==> src/rtl/trpm_pkg.sv <==
// trpm_pkg: shared types and constants of the touch report to pointer mapper
// depends on nothing; used by trpm_div and touch_report_to_pointer_mapper
package trpm_pkg;

  // panel and ui geometry defaults
  localparam int unsigned PanelWidthDef  = 1080;
  localparam int unsigned PanelHeightDef = 2160;
  localparam int unsigned UiHeightDef    = 480;

  // field widths
  localparam int unsigned MaxW    = 16;
  localparam int unsigned CoordW  = 12;
  localparam int unsigned ScaleW  = 4;
  localparam int unsigned UiW     = 11;
  localparam int unsigned PanelW  = 12;
  localparam int unsigned CfgIdxW = 3;
  localparam int unsigned CfgDatW = 16;
  localparam int unsigned InDatW  = 32;
  localparam int unsigned OutDatW = 56;

  // shared divider: the quotient fits in the panel coordinate width
  localparam int unsigned DivNumW   = MaxW + PanelW;
  localparam int unsigned DivDenW   = MaxW;
  localparam int unsigned DivQuoW   = PanelW;
  localparam int unsigned DivCntW   = $clog2(DivQuoW + 1);

  // status codes
  localparam logic [2:0] StatEnter  = 3'd1;
  localparam logic [2:0] StatMoving = 3'd2;

  // register indexes
  localparam logic [CfgIdxW-1:0] RegMaxX    = 3'd0;
  localparam logic [CfgIdxW-1:0] RegMaxY    = 3'd1;
  localparam logic [CfgIdxW-1:0] RegRectX0  = 3'd2;
  localparam logic [CfgIdxW-1:0] RegRectY0  = 3'd3;
  localparam logic [CfgIdxW-1:0] RegRectW   = 3'd4;
  localparam logic [CfgIdxW-1:0] RegRectH   = 3'd5;
  localparam logic [CfgIdxW-1:0] RegUiScale = 3'd6;
  localparam logic [CfgIdxW-1:0] RegUiWidth = 3'd7;

  // register reset values
  localparam logic [MaxW-1:0]   MaxXRst    = 16'd1080;
  localparam logic [MaxW-1:0]   MaxYRst    = 16'd2160;
  localparam logic [CoordW-1:0] RectX0Rst  = 12'd60;
  localparam logic [CoordW-1:0] RectY0Rst  = 12'd440;
  localparam logic [CoordW-1:0] RectWRst   = 12'd960;
  localparam logic [CoordW-1:0] RectHRst   = 12'd1280;
  localparam logic [ScaleW-1:0] UiScaleRst = 4'd2;
  localparam logic [UiW-1:0]    UiWidthRst = 11'd640;
  localparam logic [UiW-1:0]    PtrXRst    = 11'd320;

  typedef struct packed {
    logic                start;
    logic [DivNumW-1:0]  num;
    logic [DivDenW-1:0]  den;
  } div_req_t;

  typedef struct packed {
    logic                done;
    logic [DivQuoW-1:0]  quo;
  } div_rsp_t;

endpackage

==> src/rtl/trpm_div.sv <==
// trpm_div: shared restoring divider, one quotient bit per cycle
// depends on trpm_pkg; requires num < den * 2**DivQuoW
module trpm_div
  import trpm_pkg::*;
(
  input  logic     clk_i,
  input  logic     rst_ni,
  input  div_req_t req_i,
  output div_rsp_t rsp_o
);

  logic [DivDenW-1:0] rem_q, rem_d;
  logic [DivQuoW-1:0] nq_q, nq_d;
  logic [DivDenW-1:0] den_q, den_d;
  logic [DivCntW-1:0] cnt_q, cnt_d;
  logic               busy_q, busy_d;
  logic               done_q, done_d;
  logic [DivDenW:0]   trial;
  logic               fits;

  assign trial = {rem_q, nq_q[DivQuoW-1]};
  assign fits  = trial >= {1'b0, den_q};

  always_comb begin
    rem_d  = rem_q;
    nq_d   = nq_q;
    den_d  = den_q;
    cnt_d  = cnt_q;
    busy_d = busy_q;
    done_d = 1'b0;
    if (busy_q) begin
      rem_d = fits ? DivDenW'(trial - {1'b0, den_q}) : DivDenW'(trial);
      nq_d  = {nq_q[DivQuoW-2:0], fits};
      cnt_d = cnt_q - DivCntW'(1);
      if (cnt_q == DivCntW'(1)) begin
        busy_d = 1'b0;
        done_d = 1'b1;
      end
    end else if (req_i.start) begin
      // upper part is already below the divisor
      rem_d  = req_i.num[DivNumW-1:DivQuoW];
      nq_d   = req_i.num[DivQuoW-1:0];
      den_d  = req_i.den;
      cnt_d  = DivCntW'(DivQuoW);
      busy_d = 1'b1;
    end
  end

  always_ff @(posedge clk_i or negedge rst_ni) begin
    if (!rst_ni) begin
      cnt_q  <= '0;
      busy_q <= 1'b0;
      done_q <= 1'b0;
    end else begin
      cnt_q  <= cnt_d;
      busy_q <= busy_d;
      done_q <= done_d;
    end
  end

  always_ff @(posedge clk_i) begin
    rem_q <= rem_d;
    nq_q  <= nq_d;
    den_q <= den_d;
  end

  assign rsp_o.done = done_q;
  assign rsp_o.quo  = nq_q;

endmodule

==> src/rtl/touch_report_to_pointer_mapper.sv <==
// touch_report_to_pointer_mapper: finger report decode, scale, clamp, rotate
// release and out-of-range reports go straight to the pointer beat, while an in-range
// contact makes four passes through the shared 12-step divider plus the MULX, MULY, CLAMP
// and DONE steps; one report is in work at a time and the next is taken the cycle after
// the pointer beat is loaded.
// reset restores register defaults and centers the pointer; needs trpm_pkg, trpm_div
module touch_report_to_pointer_mapper
  import trpm_pkg::*;
#(
  parameter int unsigned PANEL_WIDTH  = PanelWidthDef,
  parameter int unsigned PANEL_HEIGHT = PanelHeightDef,
  parameter int unsigned UI_HEIGHT    = UiHeightDef
) (
  input  logic               clk_i,
  input  logic               rst_ni,
  // config write port
  input  logic               cfg_we_i,
  input  logic [CfgIdxW-1:0] cfg_idx_i,
  input  logic [CfgDatW-1:0] cfg_data_i,
  // report beats
  input  logic               s_axis_tvalid,
  output logic               s_axis_tready,
  // status_byte, x_high, y_high, low_nibbles
  input  logic [InDatW-1:0]  s_axis_tdata,
  // pointer beats
  output logic               m_axis_tvalid,
  input  logic               m_axis_tready,
  // pointer_valid, ui_x, ui_y, button, raw_x, raw_y, raw_down, zero fill
  output logic [OutDatW-1:0] m_axis_tdata
);

  localparam logic [PanelW-1:0] PanelWC = PanelW'(PANEL_WIDTH);
  localparam logic [PanelW-1:0] PanelHC = PanelW'(PANEL_HEIGHT);
  localparam logic [UiW-1:0]    UiHMax  = UiW'(UI_HEIGHT - 1);
  localparam logic [UiW-1:0]    PtrYRst = UiW'(UI_HEIGHT / 2);

  typedef enum logic [3:0] {
    S_IDLE, S_MULX, S_DIVX, S_MULY, S_DIVY, S_CLAMP, S_DIVPY, S_DIVPX, S_DONE
  } state_e;

  // configuration registers
  logic [MaxW-1:0]   max_x_q, max_y_q;
  logic [CoordW-1:0] rect_x0_q, rect_y0_q, rect_w_q, rect_h_q;
  logic [ScaleW-1:0] ui_scale_q;
  logic [UiW-1:0]    ui_width_q;

  state_e             state_q;
  logic               was_down_q, lat_down_q;
  logic [UiW-1:0]     ptr_x_q, ptr_y_q;
  logic [CoordW-1:0]  lat_x_q, lat_y_q;
  logic               res_valid_q, res_btn_q;
  logic [PanelW-1:0]  qx_q, qy_q;
  logic [CoordW-1:0]  px_q, py_q;
  logic               m_valid_q, m_valid_d;
  logic [OutDatW-1:0] m_data_q;
  logic               div_start_q, div_start_d;
  logic [DivNumW-1:0] div_num_q;
  logic [DivDenW-1:0] div_den_q;
  div_req_t           div_req;
  div_rsp_t           div_rsp;

  // input decode
  logic [2:0]        in_stat;
  logic [CoordW-1:0] in_x, in_y;
  logic              in_contact, in_range;
  assign in_stat    = s_axis_tdata[2:0];
  assign in_x       = {s_axis_tdata[15:8], s_axis_tdata[31:28]};
  assign in_y       = {s_axis_tdata[23:16], s_axis_tdata[27:24]};
  assign in_contact = (in_stat == StatEnter) || (in_stat == StatMoving);
  assign in_range   = ({4'd0, in_x} <= max_x_q) && ({4'd0, in_y} <= max_y_q);

  assign s_axis_tready = (state_q == S_IDLE);

  // shared multiplier: inverted axis times panel size
  logic              mul_y;
  logic [MaxW-1:0]   mul_a;
  logic [PanelW-1:0] mul_b;
  logic [DivNumW-1:0] mul_p;
  assign mul_y = (state_q == S_MULY);
  assign mul_a = mul_y ? (max_y_q - {4'd0, lat_y_q}) : (max_x_q - {4'd0, lat_x_q});
  assign mul_b = mul_y ? PanelHC : PanelWC;
  assign mul_p = DivNumW'(mul_a) * DivNumW'(mul_b);

  // zero substitutions
  logic [DivDenW-1:0] den_x, den_y;
  logic [CoordW-1:0]  w_max, h_max;
  logic [ScaleW-1:0]  sc;
  logic [UiW-1:0]     uw_max;
  assign den_x  = (max_x_q == '0) ? DivDenW'(PanelWC) : max_x_q;
  assign den_y  = (max_y_q == '0) ? DivDenW'(PanelHC) : max_y_q;
  assign w_max  = (rect_w_q == '0) ? '0 : rect_w_q - CoordW'(1);
  assign h_max  = (rect_h_q == '0) ? '0 : rect_h_q - CoordW'(1);
  assign sc     = (ui_scale_q == '0) ? ScaleW'(1) : ui_scale_q;
  assign uw_max = (ui_width_q == '0) ? '0 : ui_width_q - UiW'(1);

  // offset into the ui rectangle and clamp
  logic [CoordW:0]   ox, oy;
  logic [CoordW-1:0] px_c, py_c;
  assign ox = {1'b0, qx_q} - {1'b0, rect_x0_q};
  assign oy = {1'b0, qy_q} - {1'b0, rect_y0_q};
  always_comb begin
    if (ox[CoordW])                 px_c = '0;
    else if (ox[CoordW-1:0] > w_max) px_c = w_max;
    else                            px_c = ox[CoordW-1:0];
    if (oy[CoordW])                 py_c = '0;
    else if (oy[CoordW-1:0] > h_max) py_c = h_max;
    else                            py_c = oy[CoordW-1:0];
  end

  // rotation and ui clamp on divider results
  logic [UiW-1:0] rx_c, ry_c;
  assign rx_c = (div_rsp.quo > {1'b0, uw_max}) ? '0 : UiW'({1'b0, uw_max} - div_rsp.quo);
  assign ry_c = (div_rsp.quo > {1'b0, UiHMax}) ? UiHMax : div_rsp.quo[UiW-1:0];

  logic out_free;
  assign out_free = !m_valid_q || m_axis_tready;

  // divider kick and output beat valid
  assign div_start_d = (state_q == S_MULX) || (state_q == S_MULY) || (state_q == S_CLAMP) ||
                       ((state_q == S_DIVPY) && div_rsp.done);
  assign m_valid_d   = ((state_q == S_DONE) && out_free) || (m_valid_q && !m_axis_tready);

  always_ff @(posedge clk_i or negedge rst_ni) begin
    if (!rst_ni) begin
      max_x_q    <= MaxXRst;
      max_y_q    <= MaxYRst;
      rect_x0_q  <= RectX0Rst;
      rect_y0_q  <= RectY0Rst;
      rect_w_q   <= RectWRst;
      rect_h_q   <= RectHRst;
      ui_scale_q <= UiScaleRst;
      ui_width_q <= UiWidthRst;
    end else if (cfg_we_i) begin
      unique case (cfg_idx_i)
        RegMaxX:    max_x_q    <= cfg_data_i;
        RegMaxY:    max_y_q    <= cfg_data_i;
        RegRectX0:  rect_x0_q  <= cfg_data_i[CoordW-1:0];
        RegRectY0:  rect_y0_q  <= cfg_data_i[CoordW-1:0];
        RegRectW:   rect_w_q   <= cfg_data_i[CoordW-1:0];
        RegRectH:   rect_h_q   <= cfg_data_i[CoordW-1:0];
        RegUiScale: ui_scale_q <= cfg_data_i[ScaleW-1:0];
        RegUiWidth: ui_width_q <= cfg_data_i[UiW-1:0];
        default: ;
      endcase
    end
  end

  always_ff @(posedge clk_i or negedge rst_ni) begin
    if (!rst_ni) begin
      state_q     <= S_IDLE;
      was_down_q  <= 1'b0;
      lat_down_q  <= 1'b0;
      ptr_x_q     <= PtrXRst;
      ptr_y_q     <= PtrYRst;
      lat_x_q     <= '0;
      lat_y_q     <= '0;
      res_valid_q <= 1'b0;
      res_btn_q   <= 1'b0;
      qx_q        <= '0;
      qy_q        <= '0;
      px_q        <= '0;
      py_q        <= '0;
      m_valid_q   <= 1'b0;
      div_start_q <= 1'b0;
    end else begin
      div_start_q <= div_start_d;
      m_valid_q   <= m_valid_d;
      unique case (state_q)
        S_IDLE: begin
          if (s_axis_tvalid) begin
            res_btn_q <= in_contact;
            if (!in_contact) begin
              lat_down_q  <= 1'b0;
              res_valid_q <= was_down_q;
              was_down_q  <= 1'b0;
              state_q     <= S_DONE;
            end else begin
              lat_x_q     <= in_x;
              lat_y_q     <= in_y;
              lat_down_q  <= 1'b1;
              was_down_q  <= 1'b1;
              res_valid_q <= in_range;
              state_q     <= in_range ? S_MULX : S_DONE;
            end
          end
        end
        S_MULX: begin
          state_q <= S_DIVX;
        end
        S_DIVX: begin
          if (div_rsp.done) begin
            qx_q    <= div_rsp.quo;
            state_q <= S_MULY;
          end
        end
        S_MULY: begin
          state_q <= S_DIVY;
        end
        S_DIVY: begin
          if (div_rsp.done) begin
            qy_q    <= div_rsp.quo;
            state_q <= S_CLAMP;
          end
        end
        S_CLAMP: begin
          px_q    <= px_c;
          py_q    <= py_c;
          state_q <= S_DIVPY;
        end
        S_DIVPY: begin
          if (div_rsp.done) begin
            ptr_x_q <= rx_c;
            state_q <= S_DIVPX;
          end
        end
        S_DIVPX: begin
          if (div_rsp.done) begin
            ptr_y_q <= ry_c;
            state_q <= S_DONE;
          end
        end
        S_DONE: begin
          if (out_free) begin
            state_q <= S_IDLE;
          end
        end
        default: state_q <= S_IDLE;
      endcase
    end
  end

  // divider operands and output word
  always_ff @(posedge clk_i) begin
    unique case (state_q)
      S_MULX: begin
        div_num_q <= mul_p;
        div_den_q <= den_x;
      end
      S_MULY: begin
        div_num_q <= mul_p;
        div_den_q <= den_y;
      end
      S_CLAMP: begin
        div_num_q <= DivNumW'(py_c);
        div_den_q <= DivDenW'(sc);
      end
      S_DIVPY: begin
        div_num_q <= DivNumW'(px_q);
      end
      S_DONE: begin
        if (out_free) begin
          m_data_q <= {7'd0, lat_down_q, lat_y_q, lat_x_q,
                       res_valid_q & res_btn_q,
                       res_valid_q ? ptr_y_q : UiW'(0),
                       res_valid_q ? ptr_x_q : UiW'(0),
                       res_valid_q};
        end
      end
      default: ;
    endcase
  end

  assign div_req = {div_start_q, div_num_q, div_den_q};

  trpm_div u_div (
    .clk_i  (clk_i),
    .rst_ni (rst_ni),
    .req_i  (div_req),
    .rsp_o  (div_rsp)
  );

  assign m_axis_tvalid = m_valid_q;
  assign m_axis_tdata  = m_data_q;

endmodule
==> config.mk <==
export PLATFORM = sky130hd
export DESIGN_NAME = touch_report_to_pointer_mapper
export DESIGN_NICKNAME = d
export VERILOG_FILES = /design/src/rtl/trpm_pkg.sv /design/src/rtl/trpm_div.sv /design/src/rtl/touch_report_to_pointer_mapper.sv
export SDC_FILE = /design/constraint.sdc
export NUM_CORES = 1
export LEC_CHECK = 0
export BUFFER_PORTS_ARGS = -buffer_cell sky130_fd_sc_hd__buf_2
export CAP_MARGIN = 20
export CORE_MARGIN = 2
export CORE_UTILIZATION = 31
export DETAILED_ROUTE_END_ITERATION = 16
export PLACE_DENSITY_LB_ADDON = 0.1
export SETUP_SLACK_MARGIN = 0.1
export SLEW_MARGIN = 20
export SYNTH_ARGS = -nofsm -noshare
export SYNTH_HDL_FRONTEND = slang
export SYNTH_SLANG_ARGS = --single-unit
==> constraint.sdc <==
create_clock -name clk_i -period 8.7 [get_ports clk_i]
set_clock_uncertainty 0.2 [all_clocks]
set_input_delay 2.175 -clock clk_i [delete_from_list [all_inputs] [get_ports clk_i]]
set_output_delay 2.175 -clock clk_i [all_outputs]
set_load 0.02 [all_outputs]
==> impl_metrics.tcl <==
set metrics [dict create \
    status "finished, final reports clean" \
    crit_path_max_fanout 6 \
    cp_slowest_cell "o21ai_0" \
    ys_seq_area_share_pct 41.5 \
    cts_resized 0 \
    rr_endpoint "div_num_q[27]" \
    dr_total_vias 15188 \
    crit_start "max_x_q[0]" \
    fp.coreArea_um2 68600 \
    hold_depth 0 \
    antenna_found_initial 4 \
    wl_per_cell_um 18.6 \
    rr_worst_depth 24 \
    ys_warn_count 0 \
    slowest_delay_ns 0.66 \
    grt_pass1_wl_mm 91.8 \
    rr_startpoint "max_x_q[0]" \
    ctsHoldBuffers 0 \
    grt_pass1_vias 15738 \
    r2r_setup_slack_ns 1.22 \
    layout.nets 2524 \
    postSynthAreaPerCell_um2 10.3 \
    via_per_inst 4.81 \
    relSlewSlack_pct 30.4 \
    ys_top_cells_by_area "edfxtp_1 19%, dfrtp_1 19%, ha_1 13%, mux2_2 5.2%, fa_1 4.4%" \
    cts_buffer_depth 3 \
    ant_nets 0 \
    cp_common_cell "o21ai_0" \
    drt_first_pass_iters 6 \
    io_pins 114 \
    postCtsSetupRepairBufs 0 \
    setup_viol 0 \
    required_ns 8.78 \
    nFillCells 6984 \
    start_util_pct 31.4 \
    tightest_slew_ns 1.04 \
    grt_usage_pct 16.7 \
    ys.flop_type "dfrtp_1" \
    clk_pin_slew_ns 0.06 \
    synthCells 2096 \
    yosys.area.top_type "edfxtp_1" \
    grt_max_degree 86 \
    drc 0 \
    seqCellArea_um2 8930 \
    ys_ff_latch 328 \
    period_needed_ns 7.48 \
    place.detailed.hpwl_mm 45.1 \
    critPathKind "register to register" \
    die_w_um 267 \
    cp-start-kind "register" \
    numCtsBuffers 39 \
    finalHoldViolCount 0 \
    maxCapViolCount 0 \
    cts_root_buf "clkbuf_16" \
    cts.sinks 328 \
    final_cell_mix "224 x ha_1, 201 x inv_1, 173 x nand2_1" \
    cp.arrival_ns 7.55 \
    slew_viol_final 0 \
    route.final.wire_length_mm 58.8 \
    crit_path_end "div_num_q[27]" \
    die_h_um 267 \
    cts_tree "done" \
    multi_input_area_um2 11600 \
    synthArstFlopShare_pct 58.2 \
    htreeDepth 2 \
    gr-total-overflow 0 \
    fin_crit_sh_pct 85.9 \
    dieArea_um2 71500 \
    yosysUniqueCellTypes 75 \
    area_delta_synth_final_pct 12.8 \
    portBuffers 101 \
    rsz0062_at_grt "false" \
    insertion_delay_ns 0.57 \
    hold_path.class "register to register" \
    gp_congestion 0.833 \
    drive_gt1_share_pct 15.0 \
    synth_edf_count 137 \
    rows 96 \
    drt_iter0_markers 810 \
    cp-end-kind "register" \
    finalSetupTns_ns 0 \
    syn_area_um2 21500 \
    final_common_cell "ha_1" \
    crit_chain "inv_1, ha_1, nor2b_1, o21ai_0, a21oi_1, o21ai_0, o21ai_0, a21oi_1, xor2_1, o21ai_0, fa_1, ha_1, fa_1, fa_1, ha_1, ha_1, nand4_1, nor2_1, a31oi_1, nand3b_1, a221oi_1, o21ai_0, xnor2_1, nor2_1" \
    max_freq_mhz 134 \
    synth.top_cell.area_share_pct 19.1 \
]
cell families (layout without fill, tap and decap cells):
group                    count (synthesis)  count (layout)  share of synthesized area [%]
AND/OR/NAND/NOR                        557             557                           12.5
AO/OA/AOI/OAI                          430             430                           12.6
flip-flops                             328             328                           41.5
buffers and inverters                  272             391                           4.95
adder cells (fa/ha/maj)                271             271                           17.4
multiplexers                           132             132                           6.74
XOR/XNOR                               104             104                           4.24
other                                    2              14                         0.0349
worst min-delay path by stage:
stage               slack [ns]     startpoint              end
floorplan                 0.20   div_den_q[0]   u_div.den_q[0]
global placement          0.21  div_den_q[12]  u_div.den_q[12]
detailed placement        0.20   div_den_q[0]   u_div.den_q[0]
CTS                       0.22   div_den_q[0]   u_div.den_q[0]
global route              0.22   div_den_q[1]   u_div.den_q[1]
finish                    0.21   div_den_q[0]   u_div.den_q[0]
sequential cells by signal, summed over array words and instances, names as in the netlist, 16 cells and up:
register      cells
u_div.rem_q      16
u_div.den_q      16
max_x_q          16
div_den_q        16
div_num_q        28
max_y_q          16
m_axis_tdata     49
Yosys cell counts, types with 32 or more instances:
| master | number |
|---|---|
| mux2_2 | 99 |
| o21ai_0 | 140 |
| xor2_1 | 34 |
| a21oi_1 | 96 |
| xnor2_1 | 70 |
| inv_1 | 202 |
| nor2b_1 | 32 |
| dfrtp_1 | 159 |
| dfstp_2 | 32 |
| fa_1 | 47 |
| ha_1 | 224 |
| clkbuf_1 | 56 |
| nor3_1 | 39 |
| mux2i_1 | 32 |
| nand2_1 | 173 |
| a21o_1 | 43 |
| edfxtp_1 | 137 |
| nor2_1 | 134 |
critical path: cells and delay by family, from the launching register on:
family                     cells  cell delay [ns]
DFF                            1             0.45
xor gates and xnor gates       2             0.41
adders and majority gates      7             2.70
AOI/OAI and AO/OA              9             2.78
and+or+nand+nor                5             0.56
buffers and inverters          1             0.09
area by class of cell:
class	instances	area share [%]
Clock buffer	54	4.34
Timing Repair Buffer	119	2.68
Clock inverter	16	0.408
Inverter	202	3.13
Multi-Input combinational cell	1507	47.8
Sequential cell	328	36.8
Tap cell	931	4.80
Antenna cell	1	0.0103
metal layers:
| metal | wire length (um) | share of wire [%] | vias up | track usage, % |
|---|---|---|---|---|
| met5 | 0 | 0 | - | 0 |
| li1 | - | - | 7567 | - |
| met2 | 25800 | 44 | 248 | 26.2 |
| met1 | 29500 | 50 | 7291 | 24.0 |
| met4 | 1590 | 2.7 | 0 | 5.01 |
| met3 | 1890 | 3.2 | 82 | 2.00 |
through the flow:
stage               instance area, um^2  utilization, %  hold slack, ns  std cells  setup WS (ns)
floorplan                         21500               -           0.200       2107           2.37
global route                      24300            35.4           0.223       3157          0.684
CTS                               24300            35.4           0.218       3157           1.24
finish                            24300            35.4           0.215       3158           1.22
global placement                  23100            33.7           0.206       3087           1.34
detailed placement                23100            33.7           0.205       3087           1.31
Power is left out: the tool's default activity adds up to more than one toggle a clock period on the data nets, which glitch-free logic cannot reach.
